$ cat src/design/yhr_pkg.sv
// Package for yiq_hue_rotate: matrix coefficients, register codes, fixed-point helper.
// No dependencies.
`default_nettype none

package yhr_pkg;

    // Fraction bits of the cosine and sine registers
    localparam int TRIG_FRAC_BITS = 14;

    // Register codes on the configuration port
    typedef enum logic {
        REG_COS = 1'b0,
        REG_SIN = 1'b1
    } t_reg_idx;

    // RGB to YIQ, in thousandths
    localparam int FWD_MILLI [3][3] = '{
        '{ 299,  587,  114},
        '{ 596, -274, -321},
        '{ 211, -523,  311}
    };

    // YIQ to RGB, in thousandths
    localparam int INV_MILLI [3][3] = '{
        '{1000,   956,  621},
        '{1000,  -272, -647},
        '{1000, -1107, 1705}
    };

    // Scale thousandths by 2^frac, rounding half away from zero
    function automatic longint to_fixed(input int milli, input int frac);
        longint mag;
        longint q;
        mag = (milli < 0) ? -longint'(milli) : longint'(milli);
        q   = (mag * (longint'(1) << frac) + 64'sd500) / 1000;
        return (milli < 0) ? -q : q;
    endfunction

endpackage

`default_nettype wire

$ cat src/design/yhr_front.sv
// Front of yiq_hue_rotate: takes RGB pixels and converts them to scaled YIQ.
// Depends on yhr_pkg.
`default_nettype none

module yhr_front #(
    parameter  int COEF_FRAC_BITS = 14,
    localparam int YW             = COEF_FRAC_BITS + 10
) (
    input  wire logic            i_clk,
    input  wire logic            i_rst_n,
    input  wire logic            i_valid,
    output logic                 o_ready,
    input  wire logic [7:0]      i_red,
    input  wire logic [7:0]      i_green,
    input  wire logic [7:0]      i_blue,
    output logic                 o_valid,
    input  wire logic            i_ready,
    output logic [3*YW-1:0]      o_yiq
);

    import yhr_pkg::*;

    logic                 r_valid;
    logic signed [YW-1:0] r_yiq [3];
    logic signed [YW-1:0] n_yiq [3];
    logic signed [YW-1:0] px [3];
    logic                 take;

    assign o_ready = !r_valid || i_ready;
    assign o_valid = r_valid;
    assign o_yiq   = {r_yiq[0], r_yiq[1], r_yiq[2]};
    assign take    = i_valid && o_ready;

    // Forward matrix: each row is three constant products and a sum
    always_comb begin
        px[0] = YW'($signed({1'b0, i_red}));
        px[1] = YW'($signed({1'b0, i_green}));
        px[2] = YW'($signed({1'b0, i_blue}));
        for (int r = 0; r < 3; r++) begin
            n_yiq[r] = '0;
            for (int c = 0; c < 3; c++) begin
                n_yiq[r] = n_yiq[r]
                         + px[c] * YW'(to_fixed(FWD_MILLI[r][c], COEF_FRAC_BITS));
            end
        end
    end

    // Load YIQ on transfer
    always_ff @(posedge i_clk) begin
        if (take) begin
            r_yiq <= n_yiq;
        end
    end

    // Hold valid until the queue takes the item
    always_ff @(posedge i_clk) begin
        if (!i_rst_n) begin
            r_valid <= 1'b0;
        end else if (o_ready) begin
            r_valid <= i_valid;
        end
    end

endmodule

`default_nettype wire

$ cat config.mk
export PLATFORM = sky130hd
export DESIGN_NAME = yhr_front
export DESIGN_NICKNAME = d
export VERILOG_FILES = /design/src/design/yhr_pkg.sv /design/src/design/yhr_front.sv
export SDC_FILE = /design/constraint.sdc
export NUM_CORES = 1
export LEC_CHECK = 0
export ABC_AREA = 1
export CORE_MARGIN = 1
export CORE_UTILIZATION = 65
export CTS_CLUSTER_SIZE = 24
export DETAILED_ROUTE_END_ITERATION = 7
export DONT_BUFFER_PORTS = 1
export PLACE_DENSITY = 0.81
export SLEW_MARGIN = 20
export SYNTH_ARGS = -nofsm -noshare
export SYNTH_HDL_FRONTEND = slang
export SYNTH_SLANG_ARGS = --single-unit
export TNS_END_PERCENT = 10
$ cat constraint.sdc
create_clock -name i_clk -period 9.1 [get_ports i_clk]
set_input_delay 0.91 -clock i_clk [delete_from_list [all_inputs] [get_ports i_clk]]
set_output_delay 0.91 -clock i_clk [all_outputs]
set_load 0.005 [all_outputs]
Word level (Yosys, flattened, before mapping)
Cells that the tools add are included.
Storage, ports and cells
  bits in writable memories: 0
  latch bits: 0
  output and inout bits: 74
  word-level logic and storage cells: 22
  memory bits (read-only): 0
  register bits: 73
  memories kept: 0
  input bits: 28
Operators by class
  divide/modulo/power cells: 0
  equality and inequality tests: 0
  reduce and logical (&&, ||, !) cells: 3
  $lt $le $gt $ge: 0
  multipliers: 9
  multiplexer cells: 0
  shift-type cells: 0
  add/subtract/negate cells: 6
  bitwise operators: 0
Operators by type and width (count)
  $mul 9x14->23 const B: 2
  $mul 8x14->22 const B: 2
  $mul 8x13->21 const B: 2
  $add 21x24->24: 1
  $add 23x19->24: 1
  $add 23x23->24: 1
  $add 24x22->24: 1
  $add 24x23->24: 1
  $mul 9x15->24 const B: 1
  $add 21x22->23: 1
  $mul 8x12->20 const B: 1
  $mul 8x9->17 const B: 1
  $logic_and 1x1->1: 1
  $logic_not 1->1: 1
  $logic_or 1x1->1: 1

Logic depth before layout (Yosys ltp)
  word-level depth: 3
  gate-level depth with buffers: 34
  gate-level depth less buffers: 34

Least setup slack after synthesis
Ideal clock, no wire load.
  path kind: input to register
  start: input i_blue[6]
  end: register r_yiq (netlist bit o_yiq[67]) (data pin)
  library setup time: 0.253 ns
  required time: 8.847 ns
  arrival: 6.696 ns
  path slack: 2.152 ns
  stages: 27
  buffers on the path: 0
  path through: inv_1 -> ha_1 -> inv_1 -> fa_1 -> inv_1 -> fa_1 -> fa_1 -> ha_1 -> nand2_1 -> inv_1 -> nand2_1 -> nand2_1 -> xnor2_1 -> fa_1 -> inv_1 -> fa_1 -> inv_1 -> fa_1 -> inv_1 -> fa_1 -> ha_1 -> nand2_1 -> nor2_1 -> and2_1 -> nand3_1 -> nand4_1 -> nand2_1
RTL lines
  from (decl): RTL line yhr_front.sv:15  | input wire logic [7:0] i_blue,
  to (signal assigned): RTL line yhr_front.sv:51  | r_yiq <= n_yiq;
  to (decl): RTL line yhr_front.sv:24  | logic signed [YW-1:0] r_yiq [3];

==> results.sh <==
export IMPL_status="complete, no violations"
export IMPL_die_area_sq_um=34300
export IMPL_hold_end="o_valid$_SDFFE_PN0N_"
export IMPL_drv_cap=0
export IMPL_num_rows=66
export IMPL_cts_tree="done"
export IMPL_critPathKind="input port to flip-flop"
export IMPL_synthArstFlopShare_pct=0
export IMPL_met1_length_um=25400
export IMPL_clock_sinks=72
export IMPL_gp_congestion=1.00
export IMPL_critPathLaunchType="input port"
export IMPL_initial_core_util_pct=66.6
export IMPL_fp_dieH_um=185
export IMPL_finalSetupTns_ps=0
export IMPL_ys_warn_count=0
export IMPL_cp_arrival_ps=7450
export IMPL_netlist_instances=2560
export IMPL_r2r_start="o_valid$_SDFFE_PN0N_"
export IMPL_synth_area_sq_um=21800
export IMPL_fin_nets=3359
export IMPL_clockRootBuffer="clkbuf_16"
export IMPL_period_needed_ps=7330
export IMPL_timing_fmax_ghz=0.136
export IMPL_synth_edf_count=71
export IMPL_die_w_um=185
export IMPL_syn_nets=3348
export IMPL_hold_start="o_valid$_SDFFE_PN0N_"
export IMPL_cp_max_fo=12
export IMPL_final_antenna_net_count=0
export IMPL_route_vias_total=16800
export IMPL_relSlewSlack_pct=45.8
export IMPL_ys_seq_elements=72
export IMPL_period_share_pct=80.6
export IMPL_ys_top_cells_by_area="fa_1 (32%), ha_1 (23%), inv_1 (13%)"
export IMPL_first_pass_iters=6
export IMPL_rsz0062_at_grt="false"
export IMPL_overflow=0
export IMPL_ys_seq_area_share_pct=9.85
export IMPL_drt_vias_per_instance=5.57
export IMPL_design_core_area_sq_um=32800
export IMPL_cts_buffer_depth=2
export IMPL_routed_top_layer="met4"
export IMPL_cts_buffers=9
export IMPL_synth_top_flop_cell="edfxtp_1"
export IMPL_post_cts_hold_buffer_count=0
export IMPL_portBuffers=0
export IMPL_worstMarginPinSlew_ps=811
export IMPL_clkTransAtPathRegs_ps=60
export IMPL_hold_depth=2
export IMPL_num_io_pins=102
export IMPL_grt_pass1_wl_um=95800
export IMPL_hold_viol_final=0
export IMPL_cts_htree_levels=3
export IMPL_syn_to_final_growth_pct=4.05
export IMPL_synthTopCellsByCount="inv_1 (749), nand2_1 (414), ha_1 (408)"
export IMPL_hpwl_um=53500
export IMPL_finClkSkew_ps=9.30
export IMPL_route_met3_wl_um=5050
export IMPL_drt_wirelength_per_cell_um=20.0
export IMPL_syn_area_per_cell_sq_um=8.53
export IMPL_r2r_end="o_yiq[54]$_DFFE_PP_"
export IMPL_antenna_found_initial=0
export IMPL_fillers=2665
export IMPL_wl_um=60200
export IMPL_hp_class="flip-flop to flip-flop"
export IMPL_cts_setup_buffers=0
export IMPL_yosysMostFrequentCell="inv_1"
export IMPL_grt_max_degree=48
export IMPL_ctsResizeCount=0
export IMPL_reg2regPathDepth=2
export IMPL_clock_latency_ps=360
export IMPL_cp_required_ps=9220
export IMPL_grt_usage_pct=37.9
export IMPL_ys_types=32
export IMPL_num_antenna_cells=0
export IMPL_met2_length_um=27600
export IMPL_crit_start="i_blue[6]"
export IMPL_synth_top_area_share_pct=32.3
export IMPL_setup_violations=0
export IMPL_synth_top_area_cell="fa_1"
export IMPL_layout_drive_gt1_share_pct=1.67
export IMPL_initialDrtViolationCount=1297
export IMPL_drv_slew=0
export IMPL_worst_setup_path_end_kind="flip-flop"
export IMPL_drc_errors=0
export IMPL_reg2reg_slack_ps=7070
export IMPL_grt_pass1_vias=17600
-- worst max path at each step --
| stage | end | slack, ps | cells after the start |
|---|---|---|---|
| 2_1_floorplan | o_yiq[67]$_DFFE_PP_ | 2150 | 27 |
| 3_3_place_gp | o_yiq[68]$_DFFE_PP_ | 1590 | 27 |
| 3_5_place_dp | o_yiq[67]$_DFFE_PP_ | 1510 | 27 |
| 4_1_cts | o_yiq[67]$_DFFE_PP_ | 1880 | 27 |
| 5_1_grt | o_yiq[68]$_DFFE_PP_ | 1430 | 27 |
| 6_report | o_yiq[67]$_DFFE_PP_ | 1770 | 27 |
-- cell type report --
| class | instances | area, sq um | share of cell area [%] |
|---|---|---|---|
| inverters | 751 | 2820 | 12.4 |
| clock inverters | 7 | 96.3 | 0.424 |
| repair buffers | 1 | 7.51 | 0.0330 |
| flip-flops and latches | 72 | 2150 | 9.47 |
| clock buffers | 9 | 225 | 0.991 |
| well taps | 442 | 553 | 2.43 |
| multi-input cells | 1736 | 16900 | 74.3 |
-- cell usage in the layout, fill, tap and decap left out, drive strengths merged, types with 2 or more instances in the layout --
cell	instances
clkinv	2
o21ai	57
a21oi	114
xor2	58
nand3	100
edfxtp	71
or2	8
nand4	27
a31oi	5
clkinvlp	3
nor2	116
a21o	9
inv	751
ha	408
nor3	19
nand2	415
fa	352
nand3b	11
o21bai	9
and2	2
a21boi	2
xnor2	23
clkbuf	9
bufinv	2
-- worst max-delay path: stages --
cell and delay, ps:
inv_1 60, ha_1 560, inv_1 110, fa_1 490
inv_1 60, fa_1 470, ha_1 310, ha_1 350
a21oi_1 240, o21ai_2 130, nand2_1 80, nand2_1 60
xnor2_1 170, fa_1 510, inv_1 80, fa_1 520
inv_1 50, fa_1 480, inv_1 60, fa_1 470
ha_1 390, a21oi_1 240, o21ai_0 170, a21oi_1 250
nand3_1 110, nand2_1 70, nand2_1 50
-- registers in the layout (all words and copies together) (netlist names) --
| signal | flops |
|---|---|
| o_valid | 1 |
| o_yiq | 71 |
-- cells by family after synthesis --
kind of cell	count (synthesis)	synth area share [%]
adders and majority gates	760	55.6
buffers and inverters	752	12.9
and+or+nand+nor	698	13.5
AOI/OAI and AO/OA	197	4.83
xor gates and xnor gates	81	3.25
DFF	72	9.85
-- stage by stage --
stage	instances	hold WS (ps)	instance area, sq um	util, %	worst slack, ps
floorplan	2560	523	21800	-	2150
global placement	3002	582	22400	68.4	1590
detailed placement	3002	593	22400	68.4	1510
CTS	3018	603	22700	69.3	1880
global route	3018	643	22700	69.3	1430
finish	3018	599	22700	69.3	1770
-- layer usage --
metal | vias to the layer above | global-route usage, %
met1 | 8120 | 50.7
met3 | 120 | 7.26
met2 | 717 | 61.0
met4 | 0 | 13.7
met5 | - | 0
li1 | 7853 | -
Power is not shown: default switching activity piles up to over one toggle a cycle in this logic, so the estimate is an artifact.
