### config.mk
export PLATFORM = sky130hd
export DESIGN_NAME = yhr_fifo
export DESIGN_NICKNAME = d
export VERILOG_FILES = /design/src/design/yhr_fifo.sv
export SDC_FILE = /design/constraint.sdc
export NUM_CORES = 1
export LEC_CHECK = 0
export BUFFER_PORTS_ARGS = -buffer_cell sky130_fd_sc_hd__buf_2
export CORE_AREA = 8 8 144 146
export CTS_BUF_LIST = sky130_fd_sc_hd__clkbuf_16
export DETAILED_ROUTE_END_ITERATION = 8
export DIE_AREA = 0 0 152 154
export HOLD_SLACK_MARGIN = 0.15
export SLEW_MARGIN = 20
export SYNTH_ARGS = -nofsm -noshare
export SYNTH_HDL_FRONTEND = slang
export SYNTH_SLANG_ARGS = --single-unit
### constraint.sdc
create_clock -name i_clk -period 3.8 [get_ports i_clk]
set_clock_uncertainty 0.15 [all_clocks]
set_input_delay 0.76 -clock i_clk [delete_from_list [all_inputs] [get_ports i_clk]]
set_output_delay 0.76 -clock i_clk [all_outputs]
set_load 0.01 [all_outputs]
### src/design/yhr_fifo.sv
// Two-entry queue between the front and the back of yiq_hue_rotate.
// No package dependencies.
`default_nettype none

module yhr_fifo #(
    parameter int W = 72
) (
    input  wire logic         i_clk,
    input  wire logic         i_rst_n,
    input  wire logic         i_valid,
    output logic              o_ready,
    input  wire logic [W-1:0] i_data,
    output logic              o_valid,
    input  wire logic         i_ready,
    output logic [W-1:0]      o_data
);

    logic [W-1:0] r_ent0;
    logic [W-1:0] r_ent1;
    logic         r_wptr;
    logic         r_rptr;
    logic [1:0]   r_cnt;
    logic         push;
    logic         pop;

    assign o_ready = (r_cnt != 2'd2);
    assign o_valid = (r_cnt != 2'd0);
    assign o_data  = r_rptr ? r_ent1 : r_ent0;
    assign push    = i_valid && o_ready;
    assign pop     = o_valid && i_ready;

    // Store on push
    always_ff @(posedge i_clk) begin
        if (push && !r_wptr) begin
            r_ent0 <= i_data;
        end
        if (push && r_wptr) begin
            r_ent1 <= i_data;
        end
    end

    // Advance pointers and fill count
    always_ff @(posedge i_clk) begin
        if (!i_rst_n) begin
            r_wptr <= 1'b0;
            r_rptr <= 1'b0;
            r_cnt  <= 2'd0;
        end else begin
            if (push) begin
                r_wptr <= ~r_wptr;
            end
            if (pop) begin
                r_rptr <= ~r_rptr;
            end
            if (push && !pop) begin
                r_cnt <= r_cnt + 2'd1;
            end else if (pop && !push) begin
                r_cnt <= r_cnt - 2'd1;
            end
        end
    end

endmodule

`default_nettype wire

Word-level counts from Yosys, hierarchy flattened
Index checks and enable logic that the tools add are counted.
{"block": "totals", "ff_bits": 148, "in_bits": 76, "output_inout_bits": 74, "wordCells": 24}
{"block": "classes", "addsub": 2, "n_eq_ne": 1, "n_mux": 3, "bitwise_logic": 2, "reduce_logical": 11}
{"operator": "72-bit 2-to-1 mux", "count": 1}
{"operator": "1-bit logical AND", "count": 6}
{"operator": "2-bit 2-to-1 mux", "count": 2}
{"operator": "2-bit nonzero test", "count": 2}
{"operator": "1-bit logical NOT", "count": 3}
{"operator": "2-bit by 1-bit adder with 2-bit output, second input constant", "count": 1}
{"operator": "2-bit != test, second input constant", "count": 1}
{"operator": "1-bit NOT", "count": 2}
{"operator": "2-bit by 1-bit subtractor with 2-bit output, second input constant", "count": 1}

Longest topological paths before layout
Gate-level depths: netlist of run 1.
{"block": "logic_depth", "depth_word": 6, "ltp_mapped": 6, "mapped_depth_nobuf": 6}

Worst setup path after synthesis of run 1
Ideal clock, no wire load.
{"block": "synth_path", "kind": "input to register", "start": "input port i_valid", "end": "register r_ent1[0], enable pin", "setup_time_ns": 0.438, "arrival_time_ns": 2.495, "t_required_ns": 3.212, "path_slack_ns": 0.717, "cell_stages": 1, "path_buffers": 0, "path_cell_list": "and3_1"}
{"block": "synth_between", "elab_chain_len": 2}
{"element": "start: declaration", "line": "10", "text": "input wire logic i_valid,"}
{"element": "1-bit logical AND", "line": "29", "text": "assign push = i_valid && o_ready;"}
{"element": "1-bit logical AND", "line": "37", "text": "if (push && r_wptr) begin"}
{"element": "end signal: assignment", "line": "38", "text": "r_ent1 <= i_data;"}
{"element": "end: declaration", "line": "19", "text": "logic [W-1:0] r_ent1;"}
No other way between the ends.
A chain may end at the register's enable or synchronous reset.

Worst setup path after layout of run 1
{"block": "layout_path", "start": "register r_rptr", "end": "output port o_data[54]"}
{"block": "layout_between", "elab_chain_len": 1}
{"element": "start: declaration", "line": "21", "text": "logic r_rptr;"}
{"element": "start signal: assignment", "line": "53", "text": "r_rptr <= ~r_rptr;"}
{"element": "72-bit 2-to-1 mux", "line": "28", "text": "assign o_data = r_rptr ? r_ent1 : r_ent0;"}
{"element": "end: declaration", "line": "15", "text": "output logic [W-1:0] o_data"}
No other way between the ends.

==> flow_summary_export.csv, run 1 <==
group,metric,value,unit
job,cap_viol_max_count,0,
place,portBuffers,149,
place,placed_area,6420,um^2
power,pwr-share-seq,0.466,
power,leakage,2.57,nW
timing,fin_tns_setup,0,ns
routing,remaining_drc_errors,0,
timing,finalSetupViolCount,0,
cells_and_area,diodes,0,
place,post-place-cells,622,
timing,max_freq,0.340,GHz
routing,wirelength,11.0,mm
synthesis,yosysSeqAreaShare,0.814,
synthesis,synth_top_area_cell,"edfxtp_1",
floorplanning,num_io_pins,150,
critical_path,cp.required,2.89,ns
critical_path,slowest_delay,1.01,ns
clock_tree,postCtsHoldBufs,0,
timing,period_share,0.775,
clock_tree,post_cts_buffers,0,
routing,routed_via_density,4.25,
floorplanning,die_w,152,um
synthesis,syn_nets,323,
timing,worstMarginPinSlew,1.03,ns
floorplanning,die_h,154,um
floorplanning,rows,50,
grt,antenna_found_initial,0,
grt,grt_first_pass_wirelength,17.7,mm
routing,avgRoutedWirePerCell,16.8,um
timing,fin_crit,2.94,ns
place,place.gp.congestion,0.619,
power,power_switching_share,0.262,
clock_tree,cts_tree,"built",
synthesis,synth.avg_cell_area,22.0,um^2
power,clkPwrFrac,0.329,
outcome,status,"finished, final reports clean",
timing,finalMaxSlewViolations,0,
cells_and_area,finalNonFillerCells,654,
critical_path,rrSetupSlack,1.74,ns
power,power_frac_comb,0.205,
timing,hold_viol,0,
clock_tree,clk_pin_slew,0.06,ns
floorplanning,coreArea,18500,um^2
synthesis,synth_top_area_share,0.799,
power,peakVddDrop,0.286,mV
power,p_sw,1.24,mW
clock_tree,clockRootBuffer,"clkbuf_16",
power,power_density,678,nW/um^2
critical_path,crit_family,"flip-flops",
critical_path,worst-path-buf-inv,1,
synthesis,synth_area,5410,um^2
critical_path,arrival,2.03,ns
cells_and_area,syn_to_final_growth,28.8,%
cells_and_area,fin_util,0.378,
floorplanning,start_util,0.293,
grt,grt_use_total,0.0977,
grt,grt_max_degree,74,
floorplanning,fp.dieArea,23400,um^2
hold_path,hold_class,"in2reg",
clock_tree,cts-resized-gates,0,
power,p_int,3.49,mW
cells_and_area,fin_nets,484,
grt,first_global_vias,3326,
critical_path,worstSetupPathType,"reg2out",
critical_path,cp_slowest_cell,"dfxtp_4",
cells_and_area,drive_gt1_frac,0.602,
critical_path,crit_fanout,73,
cells_and_area,final_area,6970,um^2
routing,detailroute.via_count,2780,
routing,ant_nets,0,
place,hpwl,7.20,mm
grt,overflow,0,
clock_tree,cts_sinks,148,
critical_path,critPathLaunchType,"flop",
routing,first_pass_iters,4,
clock_tree,cts_max_level,4,
clock_tree,clk_latency,0.41,ns
clock_tree,cts-buffers-inserted,17,
timing,grt_setup_unrepaired,"no",
synthesis,yosysWarningCount,0,
clock_tree,clockBufferDepth,2,
routing,drtIter0Drc,102,
synthesis,ys_ff_latch,148,
synthesis,synthCells,246,
timing,relSlewSlack,0.315,
synthesis,yosys-top-cells-area,"edfxtp_1 (80%), mux2_2 (15%), dfxtp_1 (1.5%), buf_4 (0.97%), and2_1 (0.35%)",
critical_path,cp_cell_sequence,"mux2_2 > buf_2",
synthesis,yosysUniqueCellTypes,20,
critical_path,worst_setup_path_end_kind,"output port",
[state kept, by name (all words and copies together) (netlist names)]
signal  cells
r_ent0     72
r_ent1     72
r_cnt       2
r_rptr      1
r_wptr      1
[path summary, 6_finish.rpt]
path         startpoint          to  depth (start not counted)
max              r_rptr  o_data[54]                          2
min          i_data[38]  r_ent0[38]                          1
max reg2reg    r_cnt[0]   r_ent1[0]                          2
min reg2reg    r_cnt[1]    r_cnt[1]                          2
[metrics by stage]
stage / setup slack, ns / total power [mW] / hold WS [ns]
6_report: 0.856 / 4.72 / 0.385
3_3_place_gp: 1.25 / 3.21 / 0.373
3_5_place_dp: 1.19 / 3.25 / 0.407
2_1_floorplan: 0.717 / 2.82 / 0.362
5_1_grt: 0.698 / 4.97 / 0.359
4_1_cts: 0.755 / 4.83 / 0.360
[Yosys cell counts]
cell,instances
and2_1,3
dfxtp_1,4
nand2b_4,1
xnor2_1,2
or3_1,1
inv_1,1
o21ai_0,1
nand3b_1,1
buf_4,7
edfxtp_1,144
or2_2,1
a21boi_1,1
a21bo_2,1
mux2_2,72
xor2_1,1
o21ai_1,1
and3_1,1
ha_1,1
buf_2,1
a21boi_0,1
[cells in the final DEF (no fill, tap or decap), drive strengths merged, types with 2 or more instances in the layout]
cell type | Yosys | layout
clkinv | 0 | 8
dfxtp | 4 | 4
a21boi | 2 | 2
edfxtp | 144 | 144
inv | 1 | 4
clkinvlp | 0 | 2
o21ai | 2 | 2
bufinv | 0 | 2
xnor2 | 2 | 2
mux2 | 72 | 72
and2 | 3 | 3
clkbuf | 0 | 17
buf | 8 | 150
[cells by family (layout without fill, tap and decap cells)]
logic type / after synthesis / in the layout / share of synthesized area
muxes: 72 / 72 / 0.150
xor gates and xnor gates: 3 / 3 / 0.00486
and+or+nand+nor: 8 / 8 / 0.0109
buffers and inverters: 9 / 183 / 0.0113
adders and majority gates: 1 / 1 / 0.00231
AOI/OAI and AO/OA: 5 / 5 / 0.00648
DFF: 148 / 148 / 0.814
[cell type report]
cell class | instances | area, um^2
fill | 1711 | 11500
sequential | 148 | 4410
multi-input combinational | 89 | 948
timing repair buffer | 150 | 766
clock buffer | 17 | 425
tap | 234 | 293
clock inverter | 15 | 125
inverter | 1 | 3.75
[per-layer routing]
metal | GRT usage | vias up | routed length (um)
met2 | 0.177 | 91 | 5840
met4 | 0.0328 | 0 | 63
met5 | 0 | - | 0
met1 | 0.0996 | 1379 | 4440
met3 | 0.0423 | 7 | 655
li1 | - | 1303 | -
[worst register-to-register path: cells and delay by family, from the launching register on]
kind	cells	cell delay, ns
flops	1	0.42
simple gates	2	1.06
[power groups by stage]
stage               Clock, mW  Sequential, mW  Combinational (mW)
floorplan                   0            2.12               0.704
global placement            0            2.23               0.981
detailed placement          0            2.25               0.998
CTS                      1.61            2.21                1.00
global route             1.67            2.24                1.06
finish                   1.55            2.20               0.970
Note: power is estimated with default switching activity, not from simulation.
==> run 2: changes to the inputs <==
ABC_AREA = 1   (was not set)
CORE_AREA = 8 8 145 147   (was 8 8 144 146)
DIE_AREA = 0 0 153 155   (was 0 0 152 154)
clock period = 2.59 ns   (was 3.8 ns; I/O delays follow)
==> flow_summary_export.csv, run 2 <==
group,metric,value,unit
synthesis,synth_top_area_cell,"edfxtp_1",
timing,period_share,0.896,
floorplanning,coreArea,19000,um^2
grt,first_global_vias,4163,
timing,finalMaxSlewViolations,0,
floorplanning,start_util,0.289,
synthesis,synth_top_area_share,0.789,
timing,relSlewSlack,0.600,
place,post-place-cells,788,
synthesis,synth-main-ff-cell,"edfxtp_1",
synthesis,yosysUniqueCellTypes,16,
hold_path,min_path_cells,3,
cells_and_area,finalNonFillerCells,892,
job,cap_viol_max_count,0,
routing,routed_via_density,4.23,
cells_and_area,diodes,0,
routing,remaining_drc_errors,0,
clock_tree,clk_latency,0.41,ns
synthesis,ys_top_cells_by_count,"nand2_1 (221), edfxtp_1 (144), buf_6 (8)",
routing,wirelength,13.0,mm
critical_path,r2r-end,"r_cnt[1]",
synthesis,synth.most_common_cell,"nand2_1",
clock_tree,clockBufferDepth,2,
place,portBuffers,149,
floorplanning,die_w,153,um
critical_path,timing.rr.start,"r_cnt[0]",
cells_and_area,seq_area,4410,um^2
outcome,status,"finished, final reports clean",
timing,fin_tns_setup,0,ns
synthesis,synth-async-reset-ratio,0,
critical_path,rrSetupSlack,1.00,ns
routing,avgRoutedWirePerCell,14.5,um
hold_path,hold_start,"i_rst_n",
synthesis,synthCells,409,
clock_tree,cts-buffers-inserted,17,
timing,grt_setup_unrepaired,"no",
timing,finalSetupViolCount,0,
floorplanning,num_io_pins,150,
cells_and_area,layout_commonest_cell,"nand2_1",
routing,ant_nets,0,
place,placed_area,6520,um^2
timing,fin_crit,2.32,ns
critical_path,critPathLaunchType,"flop",
critical_path,worst-r2r-cell-count,10,
cells_and_area,drive_gt1_frac,0.300,
grt,grt_use_total,0.111,
clock_tree,cts_sinks,148,
critical_path,worst_setup_path_end_kind,"output port",
cells_and_area,syn_to_final_growth,43.2,%
cells_and_area,final_area,7850,um^2
synthesis,synth-edff-count,144,
synthesis,yosysWarningCount,0,
cells_and_area,multi_input_area,935,um^2
synthesis,synth_area,5480,um^2
critical_path,worstSetupPathType,"reg2out",
synthesis,syn_nets,486,
clock_tree,clockRootBuffer,"clkbuf_16",
routing,detailroute.via_count,3771,
synthesis,yosysSeqAreaShare,0.804,
critical_path,arrival,1.65,ns
timing,max_freq,0.431,GHz
clock_tree,clk_pin_slew,0.06,ns
grt,antenna_found_initial,2,
synthesis,yosys-top-cells-area,"edfxtp_1 (79%), nand2_1 (15%), buf_6 (1.6%), dfxtp_1 (1.5%), buf_2 (0.64%)",
floorplanning,fp.dieArea,23700,um^2
critical_path,cp.required,1.92,ns
floorplanning,die_h,155,um
clock_tree,post_cts_buffers,0,
hold_path,hold_class,"in2reg",
cells_and_area,fillers,1785,
grt,grt_first_pass_wirelength,20.6,mm
timing,hold_viol,0,
critical_path,crit_fanout,29,
cells_and_area,fin_nets,718,
critical_path,cp-startpoint,"r_rptr",
timing,worstMarginPinSlew,0.600,ns
power,peakVddDrop,0.429,mV
power,leakage,3.31,nW
routing,drtIter0Drc,128,
hold_path,whs_endpoint,"r_wptr",
synthesis,synth.avg_cell_area,13.4,um^2
cells_and_area,final_cell_mix,"nand2_1 (221), buf_2 (149), edfxtp_1 (144), dlygate4sd3_1 (72), clkbuf_16 (17)",
power,power_density,943,nW/um^2
cells_and_area,largestRegisters,"r_ent0 (72), r_ent1 (72), r_cnt (2)",
synthesis,ys_ff_latch,148,
routing,first_pass_iters,6,
clock_tree,cts_tree,"built",
place,place.gp.congestion,0.655,
grt,grt_max_degree,74,
floorplanning,rows,51,
clock_tree,cts_max_level,4,
grt,overflow,0,
place,hpwl,8.17,mm
run 2: worst max path at each step:
| stage | slack (ns) | to |
|---|---|---|
| floorplan | -0.46 | r_ent0[0] |
| global placement | 0.55 | o_data[3] |
| detailed placement | 0.52 | o_data[3] |
| CTS | 0.06 | o_data[3] |
| global route | 0.13 | o_data[63] |
| finish | 0.27 | o_data[65] |
run 2: final cells by class:
type / instances / share of cell area
Clock inverter: 15 / 0.0226
Multi-Input combinational cell: 238 / 0.119
Clock buffer: 17 / 0.0542
Inverter: 8 / 0.00399
Tap cell: 238 / 0.0380
Sequential cell: 148 / 0.562
Timing Repair Buffer: 228 / 0.200
run 2: stage by stage:
stage	power (mW)	worst slack, ns	hold WS (ns)	util
detailed placement	4.92	0.520	0.376	0.344
global placement	4.87	0.553	0.349	0.344
global route	7.80	0.132	0.210	0.414
floorplan	4.16	-0.456	0.339	-
CTS	7.53	0.0579	0.206	0.414
finish	7.40	0.269	0.233	0.414
run 2: routing by layer:
metal  share of wire  track usage  wire length (um)  vias to the layer above
li1                -            -                 -                     1846
met3           0.061       0.0436               787                       17
met1            0.41        0.113              5280                     1799
met5          0.0021            0                27                        -
met4           0.014       0.0452               183                        4
met2            0.52        0.199              6690                      105
run 2: report_power, final:
group / internal [mW] / leakage (nW) / switching (mW)
Combinational: 0.651 / 1.65 / 1.14
Clock: 1.52 / 0.284 / 0.971
Sequential: 3.03 / 1.38 / 0.0886
Total: 5.20 / 3.31 / 2.20
run 2: cells by family (layout without fill, tap and decap cells):
group / count (synthesis) / count (layout) / synth area share
flip-flops: 148 / 148 / 0.804
adder cells (fa/ha/maj): 1 / 1 / 0.00228
AND/OR/NAND/NOR: 232 / 232 / 0.161
buffers and inverters: 23 / 268 / 0.0285
AO/OA/AOI/OAI: 5 / 5 / 0.00457
run 2: worst max-delay path, cell delays in order (launching register included):
cell	delay, ns
dfxtp_2	0.33
inv_2	0.35
buf_12	0.24
nand2_1	0.07
nand2_1	0.08
buf_2	0.14
run 2: what timing repair did:
item | 4_1_cts | 5_1_grt
gates resized for setup | 0 | 1
endpoints found under the setup margin | 0 | 8
hold endpoints to repair | 144 | 0
hold buffers | 72 | 0
==> run 3: changes to the inputs <==
clock period = 1.9 ns   (was 2.59 ns; I/O delays follow)
==> flow_summary_export.csv, run 3 (synthesized netlist as in run 2, its figures left out) <==
group,metric,value,unit
cells_and_area,drive_gt1_frac,0.341,
critical_path,worst_setup_path_end_kind,"output port",
power,power_frac_comb,0.278,
critical_path,worstSetupPathType,"reg2out",
routing,routed_via_density,4.23,
grt,grt_first_pass_wirelength,22.0,mm
job,cap_viol_max_count,0,
floorplanning,num_io_pins,150,
cells_and_area,seq_area,4410,um^2
power,power_switching_share,0.289,
cells_and_area,fin_nets,729,
outcome,violations,"setup timing",
critical_path,worst-path-buf-inv,3,
timing,fin_crit,1.91,ns
hold_path,min_path_cells,3,
routing,detailroute.via_count,3810,
routing,ant_nets,0,
power,p_sw,3.13,mW
cells_and_area,syn_to_final_growth,50.7,%
floorplanning,die_h,155,um
timing,fin_tns_setup,-0.0602,ns
routing,drtIter0Drc,162,
routing,remaining_drc_errors,0,
timing,max_freq,0.523,GHz
critical_path,cp.required,1.37,ns
timing,finalMaxSlewViolations,0,
cells_and_area,final_cell_mix,"nand2_1 (197), edfxtp_1 (144), buf_2 (140), dlygate4sd3_1 (73), nand2_2 (23)",
grt,grt_use_total,0.121,
timing,worst_slack,-0.0113,ns
grt,antenna_found_initial,1,
cells_and_area,multi_input_area,1010,um^2
floorplanning,coreArea,19000,um^2
timing,period_share,1.01,
clock_tree,cts_tree,"built",
power,peakVddDrop,0.583,mV
critical_path,arrival,1.38,ns
power,clkPwrFrac,0.326,
grt,first_global_vias,4066,
critical_path,rrSetupSlack,0.35,ns
routing,avgRoutedWirePerCell,16.1,um
place,placed_area,6550,um^2
clock_tree,clk_latency,0.41,ns
floorplanning,start_util,0.289,
power,p_int,7.69,mW
critical_path,worst-r2r-cell-count,10,
clock_tree,clockBufferDepth,2,
timing,finalSetupViolCount,11,
routing,wirelength,14.5,mm
cells_and_area,fillers,1727,
clock_tree,cts-buffers-inserted,17,
critical_path,crit_fanout,6,
critical_path,slowest_delay,0.42,ns
clock_tree,cts_sinks,148,
power,pwr-share-seq,0.396,
floorplanning,fp.dieArea,23700,um^2
critical_path,crit_family,"buffers and inverters",
critical_path,cp_cell_sequence,"buf_12 > clkbuf_16 > nand2_2 > nand2_1 > buf_2",
place,portBuffers,149,
clock_tree,clockRootBuffer,"clkbuf_16",
critical_path,critPathLaunchType,"flop",
grt,overflow,0,
timing,hold_viol,0,
floorplanning,rows,51,
cells_and_area,final_area,8260,um^2
place,place.gp.congestion,0.711,
timing,relSlewSlack,0.787,
outcome,status,"finished, violations left",
hold_path,hold_class,"in2reg",
place,hpwl,8.47,mm
cells_and_area,layout_commonest_cell,"nand2_1",
power,leakage,3.49,nW
hold_path,hold_start,"i_ready",
routing,first_pass_iters,4,
critical_path,r2r-end,"r_cnt[1]",
power,power_density,1310,nW/um^2
cells_and_area,largestRegisters,"r_ent0 (72), r_ent1 (72), r_cnt (2)",
timing,worstMarginPinSlew,0.320,ns
cells_and_area,fin_util,0.436,
critical_path,timing.rr.start,"r_cnt[0]",
timing,grt_setup_unrepaired,"yes",
critical_path,cp_slowest_cell,"dfxtp_4",
cells_and_area,diodes,0,
grt,grt_max_degree,51,
floorplanning,die_w,153,um
clock_tree,cts_max_level,4,
hold_path,whs_endpoint,"r_rptr",
clock_tree,clk_pin_slew,0.05,ns
[run 3: changes by cell type in the layout (fill, tap and decap cells not counted), sizes merged]
cell and change:
clkbuf +3, clkinv +2, inv -3, bufinv +2
buf +7, dlygate4sd3 +1, clkinvlp -3
[run 3: per-layer routing]
| layer | track usage | vias to the layer above | routed length (um) |
|---|---|---|---|
| met5 | 0 | - | 16 |
| met4 | 0.0500 | 2 | 201 |
| met3 | 0.0380 | 19 | 831 |
| met2 | 0.204 | 110 | 7240 |
| met1 | 0.142 | 1813 | 6210 |
| li1 | - | 1866 | - |
[run 3: stage by stage]
| stage | hold slack [ns] | cells | setup slack [ns] | power (mW) |
|---|---|---|---|---|
| 3_5_place_dp | 0.383 | 789 | 0.350 | 6.75 |
| 3_3_place_gp | 0.359 | 789 | 0.355 | 6.69 |
| 6_report | 0.209 | 901 | -0.0113 | 10.8 |
| 2_1_floorplan | 0.329 | 409 | -0.276 | 5.69 |
| 5_1_grt | 0.225 | 901 | -0.0718 | 11.4 |
| 4_1_cts | 0.202 | 897 | -0.0406 | 10.7 |
[run 3: area by class of cell]
class | instances | share of cell area
flip-flops and latches | 148 | 0.534
clock inverters | 13 | 0.0232
repair buffers | 239 | 0.228
well taps | 238 | 0.0361
inverters | 8 | 0.00470
clock buffers | 17 | 0.0515
multi-input cells | 238 | 0.123
[run 3: tightest hold or removal path: stages]
cell and delay [ns]:
buf_2 0.11, a21oi_1 0.14, nor2_1 0.09
[run 3: how the worst max path moves through the flow]
stage / start / end / slack (ns) / cells after the start
final: r_rptr / o_data[57] / -0.01 / 5
after global routing: r_rptr / o_data[71] / -0.07 / 4
after CTS: r_rptr / o_data[12] / -0.04 / 4
after detailed placement: r_rptr / o_data[58] / 0.35 / 5
after global placement: i_valid / r_ent0[59] / 0.36 / 4
after floorplan: r_cnt[0] / r_ent0[0] / -0.28 / 4
[run 3: what timing repair did]
action	4_1_cts	5_1_grt
pin swaps	0	9
endpoints found under the hold margin	148	0
resized for setup	17	30
hold buffers	73	0
endpoints found under the setup margin	57	70
buffers inserted	1	1
cloned	4	3
[run 3: power groups by stage]
| stage | clock network (mW) | logic [mW] | registers (mW) |
|---|---|---|---|
| finish | 3.53 | 3.01 | 4.28 |
| global route | 3.75 | 3.32 | 4.32 |
| CTS | 3.61 | 2.86 | 4.27 |
| detailed placement | 0 | 2.42 | 4.33 |
| global placement | 0 | 2.38 | 4.31 |
| floorplan | 0 | 1.39 | 4.30 |
